**src/design/cga_pkg.sv**
```systemverilog
// Shared types and constants for the channel group allocator.
// No dependencies; every other design file imports this package.
package cga_pkg;

  localparam int FUNC_W  = 2;
  localparam int COUNT_W = 6;
  localparam int SLOT_W  = 5;
  localparam int TAG_W   = 16;
  localparam int MASK_W  = 32;

  // Request function codes.
  localparam logic [FUNC_W-1:0] FUNC_ALLOC = 2'd0;
  localparam logic [FUNC_W-1:0] FUNC_STOP  = 2'd1;
  localparam logic [FUNC_W-1:0] FUNC_QUERY = 2'd2;
  localparam logic [FUNC_W-1:0] FUNC_SWEEP = 2'd3;

  // Step the datapath performs in the current cycle.
  typedef enum logic [2:0] {
    OP_NONE,
    OP_ACCEPT,
    OP_SCAN,
    OP_STAMP,
    OP_STOP_CHK,
    OP_QUERY_CHK,
    OP_CLEAR,
    OP_SWEEP
  } op_e;

  typedef struct packed {
    op_e  op;
    logic out_load;
  } cmd_t;

  typedef struct packed {
    logic bad_count;
    logic found;
    logic last;
    logic stamp_last;
    logic trk_hit;
    logic run_go;
    logic out_free;
  } sts_t;

endpackage

```
**src/design/cga_if.sv**
```systemverilog
// Request and response channel interfaces of the channel group allocator.
// Depends on cga_pkg for the field widths.
interface cga_req_if import cga_pkg::*; ();
  logic                valid;
  logic                ready;
  logic [FUNC_W-1:0]   func;
  logic [COUNT_W-1:0]  run_len;
  logic                is_tracker;
  logic [SLOT_W-1:0]   slot;
  logic [TAG_W-1:0]    tag;
  logic [MASK_W-1:0]   playing_mask;

  modport source (output valid, func, run_len, is_tracker, slot, tag, playing_mask,
                  input ready);
  modport sink (input valid, func, run_len, is_tracker, slot, tag, playing_mask,
                output ready);
endinterface

interface cga_rsp_if import cga_pkg::*; ();
  logic                valid;
  logic                ready;
  logic                ok;
  logic [SLOT_W-1:0]   start_channel;
  logic [TAG_W-1:0]    new_tag;
  logic                stop_valid;
  logic                stop_tracker;
  logic                done_res;
  logic [MASK_W-1:0]   freed_mask;
  logic [MASK_W-1:0]   alloc_mask;

  modport source (output valid, ok, start_channel, new_tag, stop_valid, stop_tracker,
                  done_res, freed_mask, alloc_mask, input ready);
  modport sink (input valid, ok, start_channel, new_tag, stop_valid, stop_tracker,
                done_res, freed_mask, alloc_mask, output ready);
endinterface

```
**src/design/cga_ctrl.sv**
```systemverilog
// Controller of the channel group allocator: sequences the channel walks.
// Depends on cga_pkg for the command and status structs.
module cga_ctrl import cga_pkg::*; (
  input  logic              clk_i,
  input  logic              rst_ni,
  input  logic              in_valid_i,
  input  logic [FUNC_W-1:0] in_func_i,
  output logic              in_ready_o,
  input  sts_t              sts_i,
  output cmd_t              cmd_o
);

  typedef enum logic [2:0] {
    S_IDLE,
    S_SCAN,
    S_STAMP,
    S_STOP,
    S_QUERY,
    S_CLEAR,
    S_SWEEP,
    S_FINISH
  } state_e;

  state_e state_q, state_d;

  always_comb begin
    state_d      = state_q;
    cmd_o.op       = OP_NONE;
    cmd_o.out_load = 1'b0;
    case (state_q)
      S_IDLE: begin
        if (in_valid_i) begin
          cmd_o.op = OP_ACCEPT;
          case (in_func_i)
            FUNC_ALLOC: state_d = sts_i.bad_count ? S_FINISH : S_SCAN;
            FUNC_STOP:  state_d = S_STOP;
            FUNC_QUERY: state_d = S_QUERY;
            FUNC_SWEEP: state_d = S_SWEEP;
            default:    state_d = S_FINISH;
          endcase
        end
      end
      S_SCAN: begin
        cmd_o.op = OP_SCAN;
        if (sts_i.found) begin
          state_d = S_STAMP;
        end else if (sts_i.last) begin
          state_d = S_FINISH;
        end
      end
      S_STAMP: begin
        cmd_o.op = OP_STAMP;
        if (sts_i.stamp_last) begin
          state_d = S_FINISH;
        end
      end
      S_STOP: begin
        cmd_o.op = OP_STOP_CHK;
        state_d  = sts_i.trk_hit ? S_CLEAR : S_FINISH;
      end
      S_QUERY: begin
        cmd_o.op = OP_QUERY_CHK;
        state_d  = S_FINISH;
      end
      S_CLEAR: begin
        cmd_o.op = OP_CLEAR;
        if (!sts_i.run_go || sts_i.last) begin
          state_d = S_FINISH;
        end
      end
      S_SWEEP: begin
        cmd_o.op = OP_SWEEP;
        if (sts_i.last) begin
          state_d = S_FINISH;
        end
      end
      S_FINISH: begin
        if (sts_i.out_free) begin
          cmd_o.out_load = 1'b1;
          state_d        = S_IDLE;
        end
      end
      default: state_d = S_IDLE;
    endcase
  end

  always_ff @(posedge clk_i or negedge rst_ni) begin
    if (!rst_ni) begin
      state_q <= S_IDLE;
    end else begin
      state_q <= state_d;
    end
  end

  assign in_ready_o = (state_q == S_IDLE);

endmodule

```
**src/design/cga_dpath.sv**
```systemverilog
// Datapath of the channel group allocator: channel table, tag memory,
// walk index, result and output registers. Depends on cga_pkg.
module cga_dpath import cga_pkg::*; #(
  parameter int NUM_CHANNELS = 32,
  parameter int TAG_BITS     = 16
) (
  input  logic               clk_i,
  input  logic               rst_ni,
  input  cmd_t               cmd_i,
  output sts_t               sts_o,
  input  logic [FUNC_W-1:0]  in_func_i,
  input  logic [COUNT_W-1:0] in_count_i,
  input  logic               in_tracker_i,
  input  logic [SLOT_W-1:0]  in_slot_i,
  input  logic [TAG_W-1:0]   in_tag_i,
  input  logic [MASK_W-1:0]  in_playing_i,
  output logic               out_valid_o,
  input  logic               out_ready_i,
  output logic               out_ok_o,
  output logic [SLOT_W-1:0]  out_start_o,
  output logic [TAG_W-1:0]   out_tag_o,
  output logic               out_stop_valid_o,
  output logic               out_stop_tracker_o,
  output logic               out_done_o,
  output logic [MASK_W-1:0]  out_freed_o,
  output logic [MASK_W-1:0]  out_alloc_o
);

  localparam int IDX_W = $clog2(NUM_CHANNELS);
  localparam int EXT_W = (NUM_CHANNELS > MASK_W) ? NUM_CHANNELS : MASK_W;
  localparam int TX_W  = (TAG_BITS > TAG_W) ? TAG_BITS : TAG_W;
  localparam int WIDE_W = COUNT_W + 1;
  localparam logic [IDX_W-1:0]  LAST_IDX = IDX_W'(NUM_CHANNELS - 1);
  localparam logic [WIDE_W-1:0] NUM_CH_W = WIDE_W'(NUM_CHANNELS);

  // Walk state.
  logic [IDX_W-1:0]        idx_q, idx_d;
  logic [IDX_W-1:0]        end_q, end_d;
  logic [COUNT_W-1:0]      run_q, run_d;
  logic [COUNT_W-1:0]      count_q, count_d;
  logic                    trk_q, trk_d;
  logic [TAG_BITS-1:0]     ref_tag_q, ref_tag_d;
  logic                    in_range_q, in_range_d;
  logic [MASK_W-1:0]       pm_q, pm_d;
  logic                    prev_occ_q, prev_occ_d;
  logic [TAG_BITS-1:0]     prev_tag_q, prev_tag_d;
  logic                    grp_free_q, grp_free_d;

  // Channel table.
  logic [NUM_CHANNELS-1:0] occ_q, occ_d;
  logic [NUM_CHANNELS-1:0] kind_q, kind_d;
  logic [TAG_BITS-1:0]     tagctr_q, tagctr_d;
  logic [TAG_BITS-1:0]     tag_mem_q [NUM_CHANNELS];
  logic [TAG_BITS-1:0]     rd_q;

  // Results of the item in progress.
  logic                    res_ok_q, res_ok_d;
  logic [IDX_W-1:0]        res_start_q, res_start_d;
  logic [TAG_BITS-1:0]     res_tag_q, res_tag_d;
  logic                    res_sv_q, res_sv_d;
  logic                    res_st_q, res_st_d;
  logic                    res_done_q, res_done_d;
  logic [NUM_CHANNELS-1:0] freed_q, freed_d;

  // Output register.
  logic                    out_valid_q, out_valid_d;
  logic                    out_ok_q;
  logic [SLOT_W-1:0]       out_start_q;
  logic [TAG_W-1:0]        out_tag_q;
  logic                    out_sv_q;
  logic                    out_st_q;
  logic                    out_done_q;
  logic [MASK_W-1:0]       out_freed_q;
  logic [MASK_W-1:0]       out_alloc_q;

  logic [WIDE_W-1:0]       slot_w;
  logic                    slot_in_range;
  logic [TX_W-1:0]         tag_in_x;
  logic [EXT_W-1:0]        pm_ext;
  logic [EXT_W-1:0]        occ_ext;
  logic [EXT_W-1:0]        freed_ext;
  logic [TX_W-1:0]         tag_out_x;
  logic [WIDE_W-1:0]       start_x;
  logic [WIDE_W-1:0]       scan_start_w;
  logic [IDX_W-1:0]        idx_inc;
  logic [COUNT_W-1:0]      run_inc;
  logic [TAG_BITS-1:0]     tag_next;
  logic                    occ_i;
  logic                    kind_i;
  logic                    play_i;
  logic                    is_last;
  logic                    match;
  logic                    run_go;
  logic                    is_start;
  logic                    free_now;

  assign slot_w        = WIDE_W'(in_slot_i);
  assign slot_in_range = (slot_w < NUM_CH_W);
  assign tag_in_x      = TX_W'(in_tag_i);
  assign pm_ext        = EXT_W'(pm_q);
  assign occ_ext       = EXT_W'(occ_q);
  assign freed_ext     = EXT_W'(freed_q);
  assign tag_out_x     = TX_W'(res_tag_q);
  assign start_x       = WIDE_W'(res_start_q);

  assign occ_i    = occ_q[idx_q];
  assign kind_i   = kind_q[idx_q];
  assign play_i   = pm_ext[idx_q];
  assign is_last  = (idx_q == LAST_IDX);
  assign idx_inc  = is_last ? idx_q : idx_q + 1'b1;
  assign run_inc  = run_q + 1'b1;
  assign tag_next = tagctr_q + 1'b1;
  assign scan_start_w = WIDE_W'(idx_q) + WIDE_W'(1) - WIDE_W'(count_q);

  // The tag read is registered, so rd_q always holds the tag of channel idx_q.
  assign match  = in_range_q && occ_i && (rd_q == ref_tag_q);
  assign run_go = occ_i && (rd_q == ref_tag_q);

  // A group starts where the previous channel is empty or carries another tag.
  assign is_start = occ_i && ((idx_q == '0) || !prev_occ_q || (rd_q != prev_tag_q));
  assign free_now = is_start ? !play_i : grp_free_q;

  always_comb begin
    sts_o.bad_count  = (in_count_i == '0) || (WIDE_W'(in_count_i) > NUM_CH_W);
    sts_o.found      = !occ_i && (run_inc == count_q);
    sts_o.last       = is_last;
    sts_o.stamp_last = (idx_q == end_q);
    sts_o.trk_hit    = match && kind_i;
    sts_o.run_go     = run_go;
    sts_o.out_free   = !out_valid_q || out_ready_i;
  end

  always_comb begin
    idx_d       = idx_q;
    end_d       = end_q;
    run_d       = run_q;
    count_d     = count_q;
    trk_d       = trk_q;
    ref_tag_d   = ref_tag_q;
    in_range_d  = in_range_q;
    pm_d        = pm_q;
    prev_occ_d  = prev_occ_q;
    prev_tag_d  = prev_tag_q;
    grp_free_d  = grp_free_q;
    occ_d       = occ_q;
    kind_d      = kind_q;
    tagctr_d    = tagctr_q;
    res_ok_d    = res_ok_q;
    res_start_d = res_start_q;
    res_tag_d   = res_tag_q;
    res_sv_d    = res_sv_q;
    res_st_d    = res_st_q;
    res_done_d  = res_done_q;
    freed_d     = freed_q;
    case (cmd_i.op)
      OP_ACCEPT: begin
        count_d     = in_count_i;
        trk_d       = in_tracker_i;
        ref_tag_d   = tag_in_x[TAG_BITS-1:0];
        in_range_d  = slot_in_range;
        pm_d        = in_playing_i;
        run_d       = '0;
        res_ok_d    = 1'b0;
        res_start_d = '0;
        res_tag_d   = '0;
        res_sv_d    = 1'b0;
        res_st_d    = 1'b0;
        res_done_d  = 1'b0;
        freed_d     = '0;
        if (((in_func_i == FUNC_STOP) || (in_func_i == FUNC_QUERY)) && slot_in_range) begin
          idx_d = slot_w[IDX_W-1:0];
        end else begin
          idx_d = '0;
        end
      end
      OP_SCAN: begin
        run_d = occ_i ? '0 : run_inc;
        if (sts_o.found) begin
          idx_d       = scan_start_w[IDX_W-1:0];
          end_d       = idx_q;
          tagctr_d    = tag_next;
          res_ok_d    = 1'b1;
          res_start_d = scan_start_w[IDX_W-1:0];
          res_tag_d   = tag_next;
        end else begin
          idx_d = idx_inc;
        end
      end
      OP_STAMP: begin
        occ_d[idx_q]  = 1'b1;
        kind_d[idx_q] = trk_q;
        idx_d         = idx_inc;
      end
      OP_STOP_CHK: begin
        if (match) begin
          res_ok_d = 1'b1;
          res_sv_d = 1'b1;
          res_st_d = kind_i;
        end
      end
      OP_QUERY_CHK: begin
        res_done_d = !(match && play_i);
      end
      OP_CLEAR: begin
        if (run_go) begin
          occ_d[idx_q]   = 1'b0;
          kind_d[idx_q]  = 1'b0;
          freed_d[idx_q] = 1'b1;
          idx_d          = idx_inc;
        end
      end
      OP_SWEEP: begin
        prev_occ_d = occ_i;
        prev_tag_d = rd_q;
        grp_free_d = free_now;
        if (occ_i && free_now) begin
          occ_d[idx_q]   = 1'b0;
          kind_d[idx_q]  = 1'b0;
          freed_d[idx_q] = 1'b1;
        end
        idx_d = idx_inc;
      end
      default: begin
      end
    endcase
  end

  always_comb begin
    out_valid_d = out_valid_q;
    if (cmd_i.out_load) begin
      out_valid_d = 1'b1;
    end else if (out_ready_i) begin
      out_valid_d = 1'b0;
    end
  end

  always_ff @(posedge clk_i or negedge rst_ni) begin
    if (!rst_ni) begin
      occ_q       <= '0;
      kind_q      <= '0;
      tagctr_q    <= TAG_BITS'(1);
      out_valid_q <= 1'b0;
    end else begin
      occ_q       <= occ_d;
      kind_q      <= kind_d;
      tagctr_q    <= tagctr_d;
      out_valid_q <= out_valid_d;
    end
  end

  always_ff @(posedge clk_i) begin
    idx_q       <= idx_d;
    end_q       <= end_d;
    run_q       <= run_d;
    count_q     <= count_d;
    trk_q       <= trk_d;
    ref_tag_q   <= ref_tag_d;
    in_range_q  <= in_range_d;
    pm_q        <= pm_d;
    prev_occ_q  <= prev_occ_d;
    prev_tag_q  <= prev_tag_d;
    grp_free_q  <= grp_free_d;
    res_ok_q    <= res_ok_d;
    res_start_q <= res_start_d;
    res_tag_q   <= res_tag_d;
    res_sv_q    <= res_sv_d;
    res_st_q    <= res_st_d;
    res_done_q  <= res_done_d;
    freed_q     <= freed_d;
    if (cmd_i.out_load) begin
      out_ok_q    <= res_ok_q;
      out_start_q <= start_x[SLOT_W-1:0];
      out_tag_q   <= tag_out_x[TAG_W-1:0];
      out_sv_q    <= res_sv_q;
      out_st_q    <= res_st_q;
      out_done_q  <= res_done_q;
      out_freed_q <= freed_ext[MASK_W-1:0];
      out_alloc_q <= occ_ext[MASK_W-1:0];
    end
  end

  // Tag memory: one write port for stamping, one registered read port that
  // follows the next walk index.
  always_ff @(posedge clk_i) begin
    if (cmd_i.op == OP_STAMP) begin
      tag_mem_q[idx_q] <= tagctr_q;
    end
    rd_q <= tag_mem_q[idx_d];
  end

  assign out_valid_o        = out_valid_q;
  assign out_ok_o           = out_ok_q;
  assign out_start_o        = out_start_q;
  assign out_tag_o          = out_tag_q;
  assign out_stop_valid_o   = out_sv_q;
  assign out_stop_tracker_o = out_st_q;
  assign out_done_o         = out_done_q;
  assign out_freed_o        = out_freed_q;
  assign out_alloc_o        = out_alloc_q;

endmodule

```
**src/design/channel_group_allocator_top.sv**
```systemverilog
// Top level of the channel group allocator: controller plus datapath.
// Depends on cga_pkg, cga_if, cga_ctrl and cga_dpath.
//
// The allocator keeps a table of NUM_CHANNELS mixer channels, each with an
// occupied bit, a TAG_BITS generation tag and a sample-or-tracker kind. It
// takes one request word at a time on req_i and answers each with exactly one
// response word on rsp_o. An allocate walks the channels one per cycle looking
// for the first free run of the requested length, then stamps the run one
// channel per cycle with the next tag; an allocate that finds no room walks the
// whole table, and a bad count is answered without a walk. A sweep walks every
// channel once. A query and a stop each check only the addressed channel; when
// a stop frees a tracker group it then clears the run one channel at a time,
// with one more check that finds the end of the run unless the run reaches the
// top channel. The walk index and the single read port of the tag memory mean
// that each cycle looks at one channel. Each answer is further held while the
// previous response still waits in the output register. A new request is taken
// only when the previous one has finished its walk; the finished response sits
// in an output register, so the next request can be accepted while it waits
// for rsp_o.ready.
// There is no clearing pass after reset: unused tags are never compared,
// because only occupied channels, whose tags were written, take part.
module channel_group_allocator_top import cga_pkg::*; #(
  parameter int NUM_CHANNELS = 32,
  parameter int TAG_BITS     = 16
) (
  input  logic       clk_i,
  input  logic       rst_ni,
  cga_req_if.sink    req_i,
  cga_rsp_if.source  rsp_o
);

  cmd_t cmd;
  sts_t sts;

  // The controller sequences the walk and decides when a word is accepted.
  cga_ctrl u_ctrl (
    .clk_i      (clk_i),
    .rst_ni     (rst_ni),
    .in_valid_i (req_i.valid),
    .in_func_i  (req_i.func),
    .in_ready_o (req_i.ready),
    .sts_i      (sts),
    .cmd_o      (cmd)
  );

  // The datapath holds the channel table and the response register.
  cga_dpath #(
    .NUM_CHANNELS (NUM_CHANNELS),
    .TAG_BITS     (TAG_BITS)
  ) u_dpath (
    .clk_i              (clk_i),
    .rst_ni             (rst_ni),
    .cmd_i              (cmd),
    .sts_o              (sts),
    .in_func_i          (req_i.func),
    .in_count_i         (req_i.run_len),
    .in_tracker_i       (req_i.is_tracker),
    .in_slot_i          (req_i.slot),
    .in_tag_i           (req_i.tag),
    .in_playing_i       (req_i.playing_mask),
    .out_valid_o        (rsp_o.valid),
    .out_ready_i        (rsp_o.ready),
    .out_ok_o           (rsp_o.ok),
    .out_start_o        (rsp_o.start_channel),
    .out_tag_o          (rsp_o.new_tag),
    .out_stop_valid_o   (rsp_o.stop_valid),
    .out_stop_tracker_o (rsp_o.stop_tracker),
    .out_done_o         (rsp_o.done_res),
    .out_freed_o        (rsp_o.freed_mask),
    .out_alloc_o        (rsp_o.alloc_mask)
  );

endmodule

```
**src/flat_wrapper.sv**
```systemverilog
// flat-port wrapper written by rule: the top's interface ports become plain ports
module channel_group_allocator_top_flat import cga_pkg::*;
#(
  parameter int NUM_CHANNELS = 32,
  parameter int TAG_BITS     = 16
)
  (clk_i, rst_ni, req_i_valid, req_i_func, req_i_run_len, req_i_is_tracker, req_i_slot, req_i_tag, req_i_playing_mask, req_i_ready, rsp_o_valid, rsp_o_ok, rsp_o_start_channel, rsp_o_new_tag, rsp_o_stop_valid, rsp_o_stop_tracker, rsp_o_done_res, rsp_o_freed_mask, rsp_o_alloc_mask, rsp_o_ready);
  cga_req_if req_i_i ();
  cga_rsp_if rsp_o_i ();
  input  logic clk_i;
  input  logic rst_ni;
  input wire logic [$bits(req_i_i.valid)-1:0] req_i_valid;
  input wire logic [$bits(req_i_i.func)-1:0] req_i_func;
  input wire logic [$bits(req_i_i.run_len)-1:0] req_i_run_len;
  input wire logic [$bits(req_i_i.is_tracker)-1:0] req_i_is_tracker;
  input wire logic [$bits(req_i_i.slot)-1:0] req_i_slot;
  input wire logic [$bits(req_i_i.tag)-1:0] req_i_tag;
  input wire logic [$bits(req_i_i.playing_mask)-1:0] req_i_playing_mask;
  output wire logic [$bits(req_i_i.ready)-1:0] req_i_ready;
  output wire logic [$bits(rsp_o_i.valid)-1:0] rsp_o_valid;
  output wire logic [$bits(rsp_o_i.ok)-1:0] rsp_o_ok;
  output wire logic [$bits(rsp_o_i.start_channel)-1:0] rsp_o_start_channel;
  output wire logic [$bits(rsp_o_i.new_tag)-1:0] rsp_o_new_tag;
  output wire logic [$bits(rsp_o_i.stop_valid)-1:0] rsp_o_stop_valid;
  output wire logic [$bits(rsp_o_i.stop_tracker)-1:0] rsp_o_stop_tracker;
  output wire logic [$bits(rsp_o_i.done_res)-1:0] rsp_o_done_res;
  output wire logic [$bits(rsp_o_i.freed_mask)-1:0] rsp_o_freed_mask;
  output wire logic [$bits(rsp_o_i.alloc_mask)-1:0] rsp_o_alloc_mask;
  input wire logic [$bits(rsp_o_i.ready)-1:0] rsp_o_ready;
  assign req_i_i.valid = req_i_valid;
  assign req_i_i.func = req_i_func;
  assign req_i_i.run_len = req_i_run_len;
  assign req_i_i.is_tracker = req_i_is_tracker;
  assign req_i_i.slot = req_i_slot;
  assign req_i_i.tag = req_i_tag;
  assign req_i_i.playing_mask = req_i_playing_mask;
  assign req_i_ready = req_i_i.ready;
  assign rsp_o_valid = rsp_o_i.valid;
  assign rsp_o_ok = rsp_o_i.ok;
  assign rsp_o_start_channel = rsp_o_i.start_channel;
  assign rsp_o_new_tag = rsp_o_i.new_tag;
  assign rsp_o_stop_valid = rsp_o_i.stop_valid;
  assign rsp_o_stop_tracker = rsp_o_i.stop_tracker;
  assign rsp_o_done_res = rsp_o_i.done_res;
  assign rsp_o_freed_mask = rsp_o_i.freed_mask;
  assign rsp_o_alloc_mask = rsp_o_i.alloc_mask;
  assign rsp_o_i.ready = rsp_o_ready;
  channel_group_allocator_top #(.NUM_CHANNELS(NUM_CHANNELS), .TAG_BITS(TAG_BITS)) u_core (.clk_i(clk_i), .rst_ni(rst_ni), .req_i(req_i_i), .rsp_o(rsp_o_i));
endmodule
```
**config.mk**
```make
export PLATFORM = sky130hd
export DESIGN_NAME = channel_group_allocator_top_flat
export DESIGN_NICKNAME = d
export VERILOG_FILES = /design/src/design/cga_pkg.sv /design/src/design/cga_if.sv /design/src/design/cga_ctrl.sv /design/src/design/cga_dpath.sv /design/src/design/channel_group_allocator_top.sv /design/src/flat_wrapper.sv
export SDC_FILE = /design/constraint.sdc
export NUM_CORES = 1
export LEC_CHECK = 0
export BUFFER_PORTS_ARGS = -buffer_cell sky130_fd_sc_hd__buf_2
export CAP_MARGIN = 20
export CORE_ASPECT_RATIO = 0.8
export CORE_UTILIZATION = 55
export DETAILED_ROUTE_END_ITERATION = 7
export PLACE_DENSITY = 0.81
export SLEW_MARGIN = 20
export SYNTH_ARGS = -nofsm -noshare
export SYNTH_HDL_FRONTEND = slang
export SYNTH_SLANG_ARGS = --single-unit
```
**constraint.sdc**
```tcl
create_clock -name clk_i -period 5.1 [get_ports clk_i]
set_input_delay 1.53 -clock clk_i [delete_from_list [all_inputs] [get_ports clk_i]]
set_output_delay 1.53 -clock clk_i [all_outputs]
set_load 0.01 [all_outputs]
```
==> impl_results.md <==
- Outcome: finished clean
- Die height: roughly 230 um
- Count leader, synth: edfxtp_1
- Max_slew headroom: 0.212
- Clock power frac: 0.228
- Slowest cell delay on critical path: 0.75 ns
- Async SR Flop Fraction: 0.0992
- Synth unique cells: 71
- P_sw: 9.21 mW
- Final Cell Area: 39000 um2
- CP max FO: 16
- Setup violations, final: 0
- Vias per inst: 6.18
- Clock sink total: 847
- Clk root buf: clkbuf_16
- Tcrit/Tclk final: 0.970
- Largest net degree at the start of global routing: 74
- Drt drc: 0
- Post-CTS setup repair buffer count: 0
- Clk buf depth: 3
- Cts hold-fix bufs: 0
- Max VDD drop: 459 uV
- #FFs+latches synth: 847
- Global-route wire length before repair: roughly 130000 um
- Crit path launch type: flip-flop
- Final hold vios: 0
- Antenna-violating nets left: 0
- I/O Buffers: between 150 and 200
- Layout area overhead: 13.9%
- Synth Instances: 2083
- RSZ-0062 raised after global routing: false
- Required @ worst endpoint: around 5.6 ns
- Setup CP Type: flip-flop to flip-flop
- GP Congestion: around 0.90
- Register area share after synthesis: 0.724
- Sequential Power Share: 0.374
- Boundary Pins: around 160
- H-Tree Level Count: 3
- Setup TNS: 0 ns
- Max-slew violation count: 0
- Worst path slowest cell: or3b_1
- Congestion Overflow GR: 0
- Synth Flop Type: edfxtp_1
- Post-synth top area share: 0.650
- DP Worst Slack: 0.0307 ns
- Number of flops mapped to enable cells by yosys: 742
- Post-Syn Nets: between 2k and 2.5k
- Hold WC Path Type: flip-flop to flip-flop
- Final WL: 83500 um
- Worst EP arrival: about 5.4 ns
- CTS Buf Count: 80
- Initial antenna violation count: 2
- Synth area leaders: edfxtp_1, mux2i_1, dfrtp_1
- CTS tree: built
- Ys Warns: 0
- Buffers and inverters on the worst path: 2
- Pwr/cell area: 642 nW/um2
- Post-DP HPWL: between 50000 and 60000 um
- Leak: 13.7 nW
- Cell mode on critical path: nand2_1
- CTS clk-pin slew, worst paths: 0.06 ns
- # diodes: 0
- Worst slew pin tran: ~1.2 ns
- MaxCap Viol Count: 0
- Peak Freq: approximately 200 MHz
- Int Pwr: about 16 mW
- Drt pass-1 iters: 7
- Synth area leader: edfxtp_1
- Minimum clock period: 4.95 ns
- Die W: roughly 280 um
- DR vias: between 15k and 20k
- Logic gate share of total power: 0.398
- Starting Density: 0.559
- Netlist area before placement: 34300 um2
- Core box area: 61300 um2
- Wire per inst: 26.1 um
- Post_cts resized: 0
- Num rows: 81
- Total track usage: 0.268
- List of most frequent post-synthesis cells: edfxtp_1, mux2i_1, nor2_1
- Iter 0 DRT Violations: 2523
- Critical Path End Type: flip-flop
- Share of layout cells above drive strength 1: 0.205
- Setup WS post-layout: 0.155 ns
- Clock Latency Late Sink: 0.63 ns
- Final Util: 0.636
- Vias in the first global route: 20.0k
- Sw frac: 0.368
- Skew final: 0.0285 ns
- Full die area: 63300 um2
- Delay-heaviest family, CP: simple AND/OR/NAND/NOR gates
- Area of placed instances: 36400 um2
- Total Nets Final: around 2.4k
- Syn_area_per_cell: 16.4 um2
- CP cell instances: buf_4, mux4_2, nand2_1, nand2_1, nor4_4, inv_2, nor2_1, a221oi_1, o211ai_2, or3b_1, o22ai_1, a211o_1, a31oi_1
-- power groups by stage --
stage,registers [mW],clock network [mW],logic (mW)
3_3_place_gp,9.43,0,9.39
6_report,9.36,5.72,9.96
4_1_cts,9.34,5.76,9.77
2_1_floorplan,9.26,0,6.65
3_5_place_dp,9.47,0,9.71
5_1_grt,9.43,6.04,10.4
-- layer usage --
layer / up-vias / global-route usage / share of wire
li1: 8447 / - / -
met1: 10000 / 0.382 / 0.40
met2: 1192 / 0.410 / 0.46
met3: 174 / 0.0748 / 0.12
met4: 2 / 0.0673 / 0.022
met5: - / 0 / 0.000096
-- stage by stage --
stage,power (mW),std cells,hold WS (ns)
after global routing,25.9,3205,0.426
after detailed placement,19.2,3052,0.406
final,25.0,3205,0.420
after floorplan,15.9,2083,0.400
after global placement,18.8,3050,0.408
after CTS,24.9,3202,0.424
-- final cells by class --
class / instances / area [um2]
repair buffers: 251 / 1680
clock buffers: 116 / 2280
fillers: 4185 / 22300
flip-flops and latches: 847 / 24800
multi-input cells: 1102 / 8880
inverters: 25 / 95.1
clock inverters: 34 / 220
well taps: 830 / 1040
-- placed cells by master (no fill, tap or decap), types with 19 or more instances in the layout --
cell type / instances
dfxtp_1: 19
xor2_1: 34
nand3_1: 32
edfxtp_1: 742
o22ai_1: 36
buf_2: 155
a21oi_1: 47
buf_4: 79
mux2i_1: 330
mux2_2: 75
xnor2_1: 46
dfrtp_1: 81
and3_1: 19
clkbuf_1: 27
nor2_1: 135
o21ai_0: 27
nand2_1: 79
a31oi_1: 20
mux4_2: 20
inv_1: 22
clkbuf_16: 85
a21o_1: 21
o211ai_1: 19
a211o_1: 30
-- state kept, by name, indices dropped and copies added (netlist names), 3 cells and up, named ones only --
register,count
u_core.u_dpath.out_start_o,5
u_core.u_dpath.res_start_q,5
u_core.u_dpath.prev_tag_q,16
u_core.u_dpath.run_q,6
u_core.u_dpath.out_alloc_o,32
u_core.u_ctrl.state_q,3
u_core.u_dpath.kind_q,32
u_core.u_dpath.freed_ext,32
u_core.u_dpath.ref_tag_q,16
u_core.u_dpath.out_freed_o,32
u_core.u_dpath.res_tag_q,16
u_core.u_dpath.out_tag_o,16
u_core.u_dpath.end_q,5
u_core.u_dpath.rd_q,16
u_core.u_dpath.pm_ext,32
u_core.u_dpath.tag_mem_q,512
u_core.u_dpath.idx_q,5
u_core.u_dpath.count_q,6
u_core.u_dpath.tagctr_q,16
-- kinds of logic after synthesis --
kind of cell	share of synthesized area
buffers and inverters	0.0194
AO/OA/AOI/OAI	0.0478
multiplexers	0.135
AND/OR/NAND/NOR	0.0448
flip-flops	0.724
adder cells (fa/ha/maj)	0.00679
XOR/XNOR	0.0225
-- final timing paths --
path                                                            start                                     end  slack (ns)  cells after the start
min                        u_core.u_dpath.res_tag_q[14]$_SDFFCE_PN0P_  u_core.u_dpath.out_tag_o[14]$_DFFE_PP_        0.42                      0
min reg2reg                u_core.u_dpath.res_tag_q[14]$_SDFFCE_PN0P_  u_core.u_dpath.out_tag_o[14]$_DFFE_PP_        0.42                      0
min in group asynchronous                                      rst_ni  u_core.u_dpath.out_valid_o$_DFFE_PN0P_        0.93                      1
max in group asynchronous                                      rst_ni                               async pin        3.18                      2
max reg2reg                           u_core.u_dpath.idx_q[1]$_DFF_P_          u_core.u_dpath.rd_q[1]$_DFF_P_        0.15                     13
max                                   u_core.u_dpath.idx_q[1]$_DFF_P_          u_core.u_dpath.rd_q[1]$_DFF_P_        0.15                     13
Note: power is estimated with default switching activity, not from simulation.
